**src/rtl/core/iemp_pkg.sv**
```systemverilog
// iemp_pkg: shared widths, sequencer states and divider request/response types
// for the inverse-exponent / modular-power unit. No dependencies.

package iemp_pkg;

  // field width of base, key, order and results
  localparam int unsigned VW    = 16;
  // product / wide dividend width
  localparam int unsigned DW    = 2 * VW;
  // power modulus width (order + 1 may need one extra bit)
  localparam int unsigned MW    = VW + 1;
  // signed Euclid coefficient width
  localparam int unsigned CW    = VW + 2;
  // signed multiplier product width
  localparam int unsigned PW    = 2 * CW;
  // divider iteration counter width
  localparam int unsigned CNTW  = $clog2(DW + 1);

  // stream payload widths, padded to whole bytes
  localparam int unsigned S_TDATA_W = ((2 * VW + 7) / 8) * 8;
  localparam int unsigned M_TDATA_W = ((2 * VW + 7) / 8) * 8;

  // group order after reset
  localparam logic [VW-1:0] ORDER_RESET = VW'(1296);

  // sequencer states
  typedef enum logic [3:0] {
    S_IDLE,
    S_EU_CHK,
    S_EU_DIV,
    S_EU_MUL,
    S_EU_UPD,
    S_LIFT,
    S_PW_BASE,
    S_PW_CHK,
    S_PW_DIV_A,
    S_PW_SQR,
    S_PW_DIV_S,
    S_OUT
  } state_e;

  // request to the shared divider
  typedef struct packed {
    logic          start;
    logic          wide;      // 1: full DW-bit dividend, 0: low VW bits only
    logic [DW-1:0] dividend;
    logic [MW-1:0] divisor;
  } div_req_t;

  // divider response
  typedef struct packed {
    logic          done;
    logic [DW-1:0] quot;
    logic [MW-1:0] rem;
  } div_rsp_t;

endpackage

```
**src/rtl/core/inverse_exponent_then_modpow_unit.sv**
```systemverilog
// inverse_exponent_then_modpow_unit: top level of the inverse-exponent / modpow block.
// Depends on iemp_pkg and iemp_div.
//
// Usage:
//   A slave stream takes {exponent_key, base_value} in tdata, base in the low bits.
//   The key is inverted modulo the configured group order by the extended Euclidean
//   algorithm (negative coefficient lifted by the order), then the base is raised to
//   that inverse modulo order + 1 by square-and-multiply.
//   The master stream returns {power_result, inverse_key} in tdata and not_coprime
//   in tuser bit 0. One result per input transaction.
//   The user must write the group order through cfg_we_i / cfg_wdata_i only
//   while the block is idle; the block itself does not enforce this.
// Sequence: each Euclid step is a divide, a multiply and an update; then a
//   narrow divide reduces the base modulo order + 1, followed by a square for
//   each exponent bit below the top set bit and a multiply for each set bit,
//   each a wide pass of the shared divider. A zero key or zero inverse skips
//   the power stage.
// Throughput: one item at a time; tready is high only while the sequencer is idle.
// The finished result sits in an output register, so a new item is taken while a
// stalled result waits; a stalled receiver holds the result until tready.
// Reset clears the sequencer and the output valid and sets the order to 1296.

module inverse_exponent_then_modpow_unit (
  input  logic                             clk_i,
  input  logic                             rst_ni,
  // configuration: group order
  input  logic                             cfg_we_i,
  input  logic [iemp_pkg::VW-1:0]          cfg_wdata_i,
  // input stream
  input  logic                             s_axis_tvalid_i,
  output logic                             s_axis_tready_o,
  input  logic [iemp_pkg::S_TDATA_W-1:0]   s_axis_tdata_i,   // base_value, exponent_key
  // result stream
  output logic                             m_axis_tvalid_o,
  input  logic                             m_axis_tready_i,
  output logic [iemp_pkg::M_TDATA_W-1:0]   m_axis_tdata_o,   // inverse_key, power_result
  output logic [0:0]                       m_axis_tuser_o    // not_coprime
);

  iemp_pkg::state_e state_q, state_d;

  logic [iemp_pkg::VW-1:0]        order_q;
  logic                           out_valid_q;
  logic [iemp_pkg::VW-1:0]        out_inv_q;
  logic [iemp_pkg::VW-1:0]        out_pow_q;
  logic                           out_ncp_q;

  // euclid registers
  logic [iemp_pkg::VW-1:0]        base_q;
  logic [iemp_pkg::VW-1:0]        rp_q;
  logic [iemp_pkg::VW-1:0]        r_q;
  logic [iemp_pkg::VW-1:0]        rn_q;
  logic [iemp_pkg::VW-1:0]        q_q;
  logic signed [iemp_pkg::CW-1:0] cp_q;
  logic signed [iemp_pkg::CW-1:0] c_q;
  logic signed [iemp_pkg::PW-1:0] prod_q;

  // power registers
  logic [iemp_pkg::VW-1:0]        inv_q;
  logic [iemp_pkg::VW-1:0]        exp_q;
  logic [iemp_pkg::VW-1:0]        acc_q;
  logic [iemp_pkg::VW-1:0]        sq_q;
  logic [iemp_pkg::MW-1:0]        mod_q;
  logic                           ncp_q;

  logic                           s_fire;
  logic                           out_free;
  logic signed [iemp_pkg::CW-1:0] lifted;
  logic [iemp_pkg::VW-1:0]        inv_w;
  logic [iemp_pkg::MW-1:0]        mod_w;
  logic signed [iemp_pkg::CW-1:0] mul_a;
  logic signed [iemp_pkg::CW-1:0] mul_b;
  logic signed [iemp_pkg::PW-1:0] mul_p;

  iemp_pkg::div_req_t div_req;
  iemp_pkg::div_rsp_t div_rsp;

  // shared divider
  iemp_div u_div (
    .clk_i  (clk_i),
    .rst_ni (rst_ni),
    .req_i  (div_req),
    .rsp_o  (div_rsp)
  );

  assign s_fire   = s_axis_tvalid_i && s_axis_tready_o;
  assign out_free = !out_valid_q || m_axis_tready_i;

  // lift a negative coefficient by the order, then the power modulus
  always_comb begin
    lifted = cp_q;
    if (cp_q < 0) begin
      lifted = cp_q + $signed({2'b00, order_q});
    end
    inv_w = lifted[iemp_pkg::VW-1:0];
    mod_w = {1'b0, order_q} + iemp_pkg::MW'(1);
  end

  // shared multiplier
  assign mul_p = mul_a * mul_b;

  // next state
  always_comb begin
    state_d = state_q;
    case (state_q)
      iemp_pkg::S_IDLE: begin
        if (s_fire) state_d = iemp_pkg::S_EU_CHK;
      end
      iemp_pkg::S_EU_CHK: begin
        state_d = (r_q == '0) ? iemp_pkg::S_LIFT : iemp_pkg::S_EU_DIV;
      end
      iemp_pkg::S_EU_DIV: begin
        if (div_rsp.done) state_d = iemp_pkg::S_EU_MUL;
      end
      iemp_pkg::S_EU_MUL: begin
        state_d = iemp_pkg::S_EU_UPD;
      end
      iemp_pkg::S_EU_UPD: begin
        state_d = iemp_pkg::S_EU_CHK;
      end
      iemp_pkg::S_LIFT: begin
        state_d = (inv_w == '0) ? iemp_pkg::S_PW_CHK : iemp_pkg::S_PW_BASE;
      end
      iemp_pkg::S_PW_BASE: begin
        if (div_rsp.done) state_d = iemp_pkg::S_PW_CHK;
      end
      iemp_pkg::S_PW_CHK: begin
        if (exp_q == '0) begin
          state_d = iemp_pkg::S_OUT;
        end else if (exp_q[0]) begin
          state_d = iemp_pkg::S_PW_DIV_A;
        end else begin
          state_d = iemp_pkg::S_PW_SQR;
        end
      end
      iemp_pkg::S_PW_DIV_A: begin
        if (div_rsp.done) begin
          state_d = (exp_q[iemp_pkg::VW-1:1] == '0) ? iemp_pkg::S_PW_CHK : iemp_pkg::S_PW_SQR;
        end
      end
      iemp_pkg::S_PW_SQR: begin
        state_d = iemp_pkg::S_PW_DIV_S;
      end
      iemp_pkg::S_PW_DIV_S: begin
        if (div_rsp.done) state_d = iemp_pkg::S_PW_CHK;
      end
      iemp_pkg::S_OUT: begin
        if (out_free) state_d = iemp_pkg::S_IDLE;
      end
      default: begin
        state_d = iemp_pkg::S_IDLE;
      end
    endcase
  end

  // sequencer outputs: handshake, divider launch, multiplier operands
  always_comb begin
    s_axis_tready_o  = 1'b0;
    div_req.start    = 1'b0;
    div_req.wide     = 1'b0;
    div_req.dividend = '0;
    div_req.divisor  = '0;
    mul_a            = '0;
    mul_b            = '0;
    case (state_q)
      iemp_pkg::S_IDLE: begin
        s_axis_tready_o = 1'b1;
      end
      iemp_pkg::S_EU_CHK: begin
        div_req.start    = (r_q != '0);
        div_req.dividend = iemp_pkg::DW'(rp_q);
        div_req.divisor  = {1'b0, r_q};
      end
      iemp_pkg::S_EU_MUL: begin
        mul_a = $signed({2'b00, q_q});
        mul_b = c_q;
      end
      iemp_pkg::S_LIFT: begin
        div_req.start    = (inv_w != '0);
        div_req.dividend = iemp_pkg::DW'(base_q);
        div_req.divisor  = mod_w;
      end
      iemp_pkg::S_PW_CHK: begin
        mul_a            = $signed({2'b00, acc_q});
        mul_b            = $signed({2'b00, sq_q});
        div_req.start    = (exp_q != '0) && exp_q[0];
        div_req.wide     = 1'b1;
        div_req.dividend = mul_p[iemp_pkg::DW-1:0];
        div_req.divisor  = mod_q;
      end
      iemp_pkg::S_PW_SQR: begin
        mul_a            = $signed({2'b00, sq_q});
        mul_b            = $signed({2'b00, sq_q});
        div_req.start    = 1'b1;
        div_req.wide     = 1'b1;
        div_req.dividend = mul_p[iemp_pkg::DW-1:0];
        div_req.divisor  = mod_q;
      end
      default: begin
      end
    endcase
  end

  // control registers
  always_ff @(posedge clk_i or negedge rst_ni) begin
    if (!rst_ni) begin
      state_q     <= iemp_pkg::S_IDLE;
      order_q     <= iemp_pkg::ORDER_RESET;
      out_valid_q <= 1'b0;
    end else begin
      state_q <= state_d;
      if (cfg_we_i) begin
        order_q <= cfg_wdata_i;
      end
      if (state_q == iemp_pkg::S_OUT && out_free) begin
        out_valid_q <= 1'b1;
      end else if (m_axis_tready_i) begin
        out_valid_q <= 1'b0;
      end
    end
  end

  // datapath registers
  always_ff @(posedge clk_i) begin
    case (state_q)
      iemp_pkg::S_IDLE: begin
        if (s_fire) begin
          base_q <= s_axis_tdata_i[iemp_pkg::VW-1:0];
          r_q    <= s_axis_tdata_i[2*iemp_pkg::VW-1:iemp_pkg::VW];
          rp_q   <= order_q;
          cp_q   <= '0;
          c_q    <= iemp_pkg::CW'(1);
        end
      end
      iemp_pkg::S_EU_DIV: begin
        if (div_rsp.done) begin
          q_q  <= div_rsp.quot[iemp_pkg::VW-1:0];
          rn_q <= div_rsp.rem[iemp_pkg::VW-1:0];
        end
      end
      iemp_pkg::S_EU_MUL: begin
        prod_q <= mul_p;
      end
      iemp_pkg::S_EU_UPD: begin
        cp_q <= c_q;
        c_q  <= cp_q - prod_q[iemp_pkg::CW-1:0];
        rp_q <= r_q;
        r_q  <= rn_q;
      end
      iemp_pkg::S_LIFT: begin
        inv_q <= inv_w;
        exp_q <= inv_w;
        ncp_q <= (rp_q != iemp_pkg::VW'(1));
        mod_q <= mod_w;
        acc_q <= iemp_pkg::VW'(1);
      end
      iemp_pkg::S_PW_BASE: begin
        if (div_rsp.done) begin
          sq_q  <= div_rsp.rem[iemp_pkg::VW-1:0];
          acc_q <= (mod_q == iemp_pkg::MW'(1)) ? '0 : iemp_pkg::VW'(1);
        end
      end
      iemp_pkg::S_PW_DIV_A: begin
        if (div_rsp.done) begin
          acc_q <= div_rsp.rem[iemp_pkg::VW-1:0];
          // top bit done: no square needed
          if (exp_q[iemp_pkg::VW-1:1] == '0) begin
            exp_q <= exp_q >> 1;
          end
        end
      end
      iemp_pkg::S_PW_DIV_S: begin
        if (div_rsp.done) begin
          sq_q  <= div_rsp.rem[iemp_pkg::VW-1:0];
          exp_q <= exp_q >> 1;
        end
      end
      iemp_pkg::S_OUT: begin
        if (out_free) begin
          out_inv_q <= inv_q;
          out_pow_q <= acc_q;
          out_ncp_q <= ncp_q;
        end
      end
      default: begin
      end
    endcase
  end

  assign m_axis_tvalid_o = out_valid_q;
  assign m_axis_tdata_o  = iemp_pkg::M_TDATA_W'({out_pow_q, out_inv_q});
  assign m_axis_tuser_o  = out_ncp_q;

  // euclid remainder always shrinks below the divisor
  a_eu_rem_below: assert property (@(posedge clk_i) disable iff (!rst_ni)
    (state_q == iemp_pkg::S_EU_DIV && div_rsp.done) |->
      (div_rsp.rem[iemp_pkg::VW-1:0] < r_q))
    else $error("euclid remainder not below divisor");

  // the euclid loop only ends on a zero remainder
  a_lift_zero_rem: assert property (@(posedge clk_i) disable iff (!rst_ni)
    (state_q == iemp_pkg::S_LIFT) |-> (r_q == '0))
    else $error("euclid loop left with nonzero remainder");

  // reduced power operands stay below the modulus while bits remain
  a_pw_reduced: assert property (@(posedge clk_i) disable iff (!rst_ni)
    (state_q == iemp_pkg::S_PW_CHK && exp_q != '0) |->
      ({1'b0, acc_q} < mod_q && {1'b0, sq_q} < mod_q))
    else $error("power operands not reduced");

  // a result only appears out of the result state
  a_out_from_seq: assert property (@(posedge clk_i) disable iff (!rst_ni)
    $rose(out_valid_q) |-> $past(state_q == iemp_pkg::S_OUT))
    else $error("result valid without result state");

endmodule

```
**src/rtl/core/iemp_div.sv**
```systemverilog
// iemp_div: restoring radix-2 divider, one quotient bit per cycle.
// Depends on iemp_pkg for widths and the request/response structs.

module iemp_div (
  input  logic               clk_i,
  input  logic               rst_ni,
  input  iemp_pkg::div_req_t req_i,
  output iemp_pkg::div_rsp_t rsp_o
);

  logic                        busy_q;
  logic                        done_q;
  logic [iemp_pkg::CNTW-1:0]   cnt_q;
  logic [iemp_pkg::DW-1:0]     quot_q;
  logic [iemp_pkg::MW-1:0]     rem_q;
  logic [iemp_pkg::MW-1:0]     dsr_q;

  logic [iemp_pkg::MW:0]       trial;
  logic [iemp_pkg::MW:0]       diff;
  logic                        ge;

  // one trial subtraction per cycle
  always_comb begin
    trial = {rem_q, quot_q[iemp_pkg::DW-1]};
    diff  = trial - {1'b0, dsr_q};
    ge    = (trial >= {1'b0, dsr_q});
  end

  // control
  always_ff @(posedge clk_i or negedge rst_ni) begin
    if (!rst_ni) begin
      busy_q <= 1'b0;
      done_q <= 1'b0;
      cnt_q  <= '0;
    end else if (req_i.start) begin
      busy_q <= 1'b1;
      done_q <= 1'b0;
      cnt_q  <= req_i.wide ? iemp_pkg::CNTW'(iemp_pkg::DW) : iemp_pkg::CNTW'(iemp_pkg::VW);
    end else if (busy_q) begin
      cnt_q <= cnt_q - iemp_pkg::CNTW'(1);
      if (cnt_q == iemp_pkg::CNTW'(1)) begin
        busy_q <= 1'b0;
        done_q <= 1'b1;
      end
    end else begin
      done_q <= 1'b0;
    end
  end

  // datapath: narrow requests start with the dividend in the upper half
  always_ff @(posedge clk_i) begin
    if (req_i.start) begin
      quot_q <= req_i.wide ? req_i.dividend : (req_i.dividend << iemp_pkg::VW);
      rem_q  <= '0;
      dsr_q  <= req_i.divisor;
    end else if (busy_q) begin
      rem_q  <= ge ? diff[iemp_pkg::MW-1:0] : trial[iemp_pkg::MW-1:0];
      quot_q <= {quot_q[iemp_pkg::DW-2:0], ge};
    end
  end

  assign rsp_o.done = done_q;
  assign rsp_o.quot = quot_q;
  assign rsp_o.rem  = rem_q;

endmodule
```
**config.mk**
```make
export PLATFORM = sky130hd
export DESIGN_NAME = inverse_exponent_then_modpow_unit
export DESIGN_NICKNAME = d
export VERILOG_FILES = /design/src/rtl/core/iemp_pkg.sv /design/src/rtl/core/inverse_exponent_then_modpow_unit.sv /design/src/rtl/core/iemp_div.sv
export SDC_FILE = /design/constraint.sdc
export NUM_CORES = 1
export LEC_CHECK = 0
export BUFFER_PORTS_ARGS = -buffer_cell sky130_fd_sc_hd__buf_2
export CAP_MARGIN = 10
export CORE_MARGIN = 3
export CORE_UTILIZATION = 55
export CTS_CLUSTER_DIAMETER = 30
export DETAILED_ROUTE_END_ITERATION = 12
export GPL_ROUTABILITY_DRIVEN = 1
export PLACE_DENSITY = 0.72
export SYNTH_ARGS = -nofsm -noshare
export SYNTH_HDL_FRONTEND = slang
export SYNTH_SLANG_ARGS = --single-unit
export TNS_END_PERCENT = 10
```
**constraint.sdc**
```tcl
create_clock -name clk_i -period 11.8 [get_ports clk_i]
set_clock_uncertainty 0.1 [all_clocks]
set_input_delay 0.59 -clock clk_i [delete_from_list [all_inputs] [get_ports clk_i]]
set_output_delay 0.59 -clock clk_i [all_outputs]
set_load 0.01 [all_outputs]
```
; Word level (Yosys, flattened, before mapping)
; Index checks and enable logic that the tools add are counted.
[classes]
addsub = 5
multipliers = 1
magnitude_cmp = 2
n_eq_ne = 23
n_mux = 49
reduce_logical = 28
[ops]
columns = cell, count
row1 = one-hot mux 49 bit (3 select lines), 1
row2 = one-hot mux 16 bit (3 select lines), 3
row3 = two-way mux 16 bit, 8
row4 = one-hot mux 18 bit (2 select lines), 3
row5 = two-way mux 32 bit, 3
row6 = one-hot mux 16 bit (2 select lines), 2
row7 = logical NOT 16 bit, 3
row8 = nonzero test 16 bit, 3
row9 = one-hot mux 4 bit (11 select lines), 1
row10 = two-way mux 18 bit, 2
row11 = multiplier 17 x 18 -> 32 bit, 1
row12 = two-way mux 4 bit, 6
row13 = >= comparator 18 x 17 -> 1 bit, 1
row14 = "less-than comparator 18 x 1 -> 1 bit, second input constant", 1
row15 = two-way mux 6 bit, 3
row16 = subtractor 18 bit, 1
row17 = "adder 16 x 1 -> 17 bit, second input constant", 1
row18 = "equality test 17 x 1 -> 1 bit, second input constant", 1
row19 = two-way mux 17 bit, 1
row20 = subtractor 17 bit, 1
row21 = adder 16 bit, 1
row22 = "equality test 4 x 3 -> 1 bit, second input constant", 4
row23 = "equality test 4 bit, second input constant", 4
row24 = "!= test 16 x 1 -> 1 bit, second input constant", 1
row25 = other kinds (23), 52
[word_totals]
ff_bits = 344
inputBits = 53
output_inout_bits = 35
wordCells = 134

; Logic depth before layout (Yosys ltp)
[logic_depth]
ltp_word = 7
depth_mapped = 31
depth_no_buf = 27

; Modules after synthesis
; From an unflattened synthesis, not the netlist that was laid out.
[hier_totals]
hier_cells = 2679
area_unflattened_um2 = 27013.4
[by_module_without_submodules]
columns = mod, n_inst, cells_per_inst, area_each_um2
row1 = inverse_exponent_then_modpow_unit, 1, 2266, 22893.2
row2 = iemp_div, 1, 413, 4120.2

; Worst setup path before layout
; Ideal clock, no wire load.
[synth_path]
path_type = flip-flop to flip-flop
from = register state_q[3]
to = register u_div.quot_q[29] in the netlist's numbering (data pin)
arrival_ps = 8014
t_required_ps = 11440
setup_slack_ps = 3426
stages_incl_launch_ff = 28
cell_sequence = dfrtp_1 -> clkbuf_1 -> nor3_1 -> clkbuf_1 -> clkbuf_1 -> buf_1 -> a22o_1 -> nand2_1 -> fa_1 -> fa_1 -> inv_1 -> fa_1 -> fa_1 -> fa_1 -> inv_1 -> fa_1 -> inv_1 -> ha_1 -> nand3_1 -> a211oi_1 -> a221oi_1 -> a21oi_1 -> a41oi_1 -> o211ai_1 -> nor2_1 -> xor2_1 -> o21ai_0 -> mux2_4
[synth_between]
elab_chain_len = 7
word_cells_on_any_way = 14
classes_between = mul: 1 / eq/ne: 5 / mux: 7 / reduce/logical: 1
[synth_lines]
columns = element, line
row1 = start: declaration, inverse_exponent_then_modpow_unit.sv:40  ; iemp_pkg::state_e state_q, state_d;
row2 = start signal: assignment, inverse_exponent_then_modpow_unit.sv:207  ; state_q <= iemp_pkg::S_IDLE;
row3 = start signal: assignment, inverse_exponent_then_modpow_unit.sv:211  ; state_q <= state_d;
row4 = equality test 4 bit or equality test 4 x 3 -> 1 bit (tied branches), inverse_exponent_then_modpow_unit.sv:165  ; case (state_q)
row5 = OR reduction 2 bit (no line), n/a
row6 = one-hot mux 18 bit (2 select lines), inverse_exponent_then_modpow_unit.sv:165
row7 = multiplier 17 x 18 -> 32 bit, inverse_exponent_then_modpow_unit.sv:100  ; assign mul_p = mul_a * mul_b;
row8 = one-hot mux 49 bit (3 select lines), inverse_exponent_then_modpow_unit.sv:165
row9 = two-way mux 32 bit, iemp_div.sv:53  ; quot_q <= req_i.wide ? req_i.dividend : (req_i.dividend << iemp_pkg::VW);
row10 = two-way mux 32 bit *, iemp_div.sv:52  ; if (req_i.start) begin
row11 = end signal: assignment, iemp_div.sv:53
row12 = end signal: assignment, iemp_div.sv:58  ; quot_q <= {quot_q[iemp_pkg::DW-2:0], ge};
row13 = end: declaration, iemp_div.sv:14  ; logic [iemp_pkg::DW-1:0] quot_q;
; Every way passes the cells marked *; elsewhere a longest branch is shown, timed or not.
; A chain may end at the register's enable or synchronous reset.

; Worst setup path after layout
[layout_path]
from = register state_q[0]
to = register u_div.quot_q[29] in the netlist's numbering (data pin)
; Same word-level chain as after synthesis.

==> summary.txt <==
Run status
  – Status: complete, no violations

Placed design
  – Gpl congestion: 0.941
  – Place WS: 2.54 ns
  – PortBufs: 87
  – DP Wirelength: 60,500 um

GRT
  – GR Util met2: 0.480
  – Met1 Use GR: 0.442
  – Initial antenna violation count: 1
  – Pin count of the biggest net entering global routing: 71
  – Grt total ovfl: 0
  – Routing usage on met3: 0.0606
  – Total GRT Usage: 0.310
  – Gr busiest metal: met2
  – Vias in the first global route: 20,367
  – First-pass GRT wire length: 120,000 um

Clock network
  – Clock root cell: clkbuf_16
  – H-Tree Depth: 2
  – Clk_lat worst skew: 0.61 ns
  – Num CTS Buffers: 60
  – Clock Tree Buf Depth: 3
  – Setup bufs post-CTS: 0
  – Reg clk slew, reported paths: 0.05 ns
  – CTS tree: yes
  – Total clock sinks: 344

Worst setup path
  – Crit end category: flip-flop
  – Critical path required time: 12.04 ns
  – Max Fanout on Critical Path: 23
  – Crit path DAT: 9.70 ns
  – Cell repeated most along the worst path: fa_1
  – Worst path slowest cell: dfrtp_1
  – Critical Path Max Stage Delay: 0.79 ns
  – Crit path launch type: flip-flop
  – Critical path class: flip-flop to flip-flop
  – Worst reg-to-reg setup slack: 2.33 ns

Finish
  – Final #Nets: 3,120
  – Layout area overhead: 11.6%
  – Multi-input logic area: 14,800 sq um
  – Inserted Diodes: 0
  – Storage cell area: 10,000 sq um
  – Layout cell share with drive strength beyond 1: 0.106
  – Filler instances: 3,883

STA
  – Period minus WS final: 9.47 ns
  – Final worst slack: 2.33 ns
  – Final hold viol count: 0
  – RSZ-0062 raised after global routing: false
  – Peak Freq: 106 MHz
  – Final Cycle Share: 0.802
  – Relative slew margins: 0.231
  – Worst slew pin tran: 1.15 ns
  – Slew Viols, Final: 0
  – Post-route setup TNS: 0 ns
  – Final setup vio count: 0

Routing
  – Initial DRC Count: 2,188
  – Via count: 19,909
  – DRT antenna net count: 0
  – Drt total wl: 77,200 um
  – Pre-Repair DR Iteration Count: 6
  – Routed length per instance: 23.2 um
  – Residual DRC: 0
  – Via/cell ratio: 5.99

Pwr
  – Max IR drop VDD: 0.195 mV
  – Leakage power: 13.2 nW
  – Pwr Density: 253 nW/um^2

Synthesis
  – Cell variety after synth: 73
  – Syn_nets: 3,052
  – Ys Warns: 0
  – Post-synthesis cell count: 2,589
  – Yosys reg bits: 344
  – Number of synthesized flops with an enable pin: 298
  – Asr flop ratio synth: 0.0843
  – Sequential fraction of the synthesis area: 0.375
  – Dominant synthesized flop cell: edfxtp_1
  – Mapped cell area: 26,700 sq um
  – Synth Area per Inst: 10.3 sq um

Job
  – Max-Cap Viols: 0

Floorplan
  – Initial core utilization: 0.558
  – Die ar.: 51,200 sq um
  – Die width: 226 um
  – CORE AREA: 47,800 sq um
  – Row cnt: 80
  – Die height: 226 um
  – I/O pin count: 88

Min path
  – Worst Hold Class: input pin to flip-flop
[critical path: cells and delay by family, from the launching register on]
kind	cells	cell delay [ns]
flip-flops	1	0.79
buffers and inverters	4	0.48
XOR/XNOR	1	0.15
multiplexers	1	0.30
AND/OR/NAND/NOR	6	2.08
adder cells (fa/ha/maj)	7	3.33
AO/OA/AOI/OAI	7	1.93
[power by group]
| part | switching, mW | total [mW] | internal, mW |
|---|---|---|---|
| Sequential | 0.293 | 2.08 | 1.79 |
| Combinational | 2.40 | 3.72 | 1.31 |
| Clock | 0.663 | 1.74 | 1.08 |
| Total | 3.36 | 7.54 | 4.18 |
[metrics by stage]
step | total power, mW | util | cells | cell area, sq um | hold slack, ns
floorplan | 4.55 | - | 2589 | 26700 | 0.194
global placement | 5.63 | 0.580 | 3209 | 27700 | 0.301
detailed placement | 5.73 | 0.580 | 3209 | 27700 | 0.305
CTS | 7.51 | 0.623 | 3324 | 29800 | 0.0273
global route | 7.99 | 0.623 | 3324 | 29800 | 0.0418
finish | 7.54 | 0.623 | 3324 | 29800 | 0.0544
[state kept, by name, indices dropped and copies added, names as in the netlist, 16 cells and up]
name          count
prod_q           18
sq_q             16
cp_q             18
out_pow_q        16
c_q              18
exp_q            16
u_div.rem_q      17
out_inv_q        16
order_q          16
r_q              16
rp_q             16
mod_q            17
u_div.quot_q     32
rn_q             16
u_div.dsr_q      17
acc_q            16
base_q           16
inv_q            16
q_q              16
[cell usage after synthesis, types with 18 or more instances]
| library cell | count | share of area |
|---|---|---|
| nor3_1 | 32 | 0.0060 |
| edfxtp_1 | 298 | 0.34 |
| mux2_2 | 30 | 0.013 |
| a21o_1 | 35 | 0.0098 |
| nand3_1 | 28 | 0.0052 |
| fa_1 | 276 | 0.21 |
| clkbuf_1 | 98 | 0.014 |
| and3_1 | 41 | 0.0096 |
| nand2b_1 | 23 | 0.0054 |
| xor2_1 | 25 | 0.0082 |
| mux2i_1 | 18 | 0.0067 |
| a22oi_1 | 53 | 0.015 |
| inv_1 | 399 | 0.056 |
| nor4_1 | 21 | 0.0049 |
| xnor2_1 | 67 | 0.022 |
| a21oi_1 | 70 | 0.013 |
| ha_1 | 134 | 0.063 |
| nor2_1 | 214 | 0.030 |
| o21ai_0 | 59 | 0.011 |
| nand2_1 | 367 | 0.052 |
| a211oi_1 | 24 | 0.0067 |
| a22o_1 | 23 | 0.0075 |
| dfrtp_1 | 26 | 0.024 |
[worst paths after layout]
kind	start	to	depth (start not counted)
worst min-delay path	s_axis_tdata_i[15]	base_q[15]	1
max in group asynchronous	rst_ni	u_div.busy_q	2
worst max-delay path	state_q[0]	u_div.quot_q[29]	26
min in group asynchronous	rst_ni	order_q[9]	2
worst max register to register	state_q[0]	u_div.quot_q[29]	26
worst min register to register	inv_q[10]	out_inv_q[10]	0
[cell type report]
class                   instances  share of cell area
clock buffers                  64              0.0516
flip-flops and latches        344               0.336
multi-input cells            1734               0.497
well taps                     615              0.0258
clock inverters                50              0.0174
repair buffers                116              0.0220
inverters                     401              0.0505
[cell families after synthesis]
group | synth area share
buffers and inverters | 0.0723
and+or+nand+nor | 0.134
muxes | 0.0228
adders and majority gates | 0.270
AOI/OAI and AO/OA | 0.0958
xor gates and xnor gates | 0.0302
DFF | 0.375
[layout by cell type (no fill, tap or decap), drive strengths merged, types with 11 or more instances in the layout]
cell type    n
a211oi      25
a21o        35
a21oi       70
a222oi      11
a22o        23
a22oi       53
and2        17
and3        41
buf        115
clkbuf      64
clkinv      17
clkinvlp    11
dfrtp       26
dfxtp       17
edfxtp     298
fa         276
ha         134
inv        418
mux2        36
mux2i       18
nand2      367
nand2b      23
nand3       28
nand4       16
nor2       215
nor2b       16
nor3        32
nor4        22
o21ai       60
xnor2       67
xor2        25
[metal layers]
metal / up-vias / wire length, um
met5: - / 0
met3: 176 / 7240
met4: 0 / 3240
met1: 9914 / 31700
met2: 1016 / 35000
li1: 8803 / -
[repair_timing]
action                    4_1_cts  5_1_grt
hold buffers                    1        0
hold endpoints to repair       26        0
resized for setup               0        0
(Power assumes the default switching activity.)
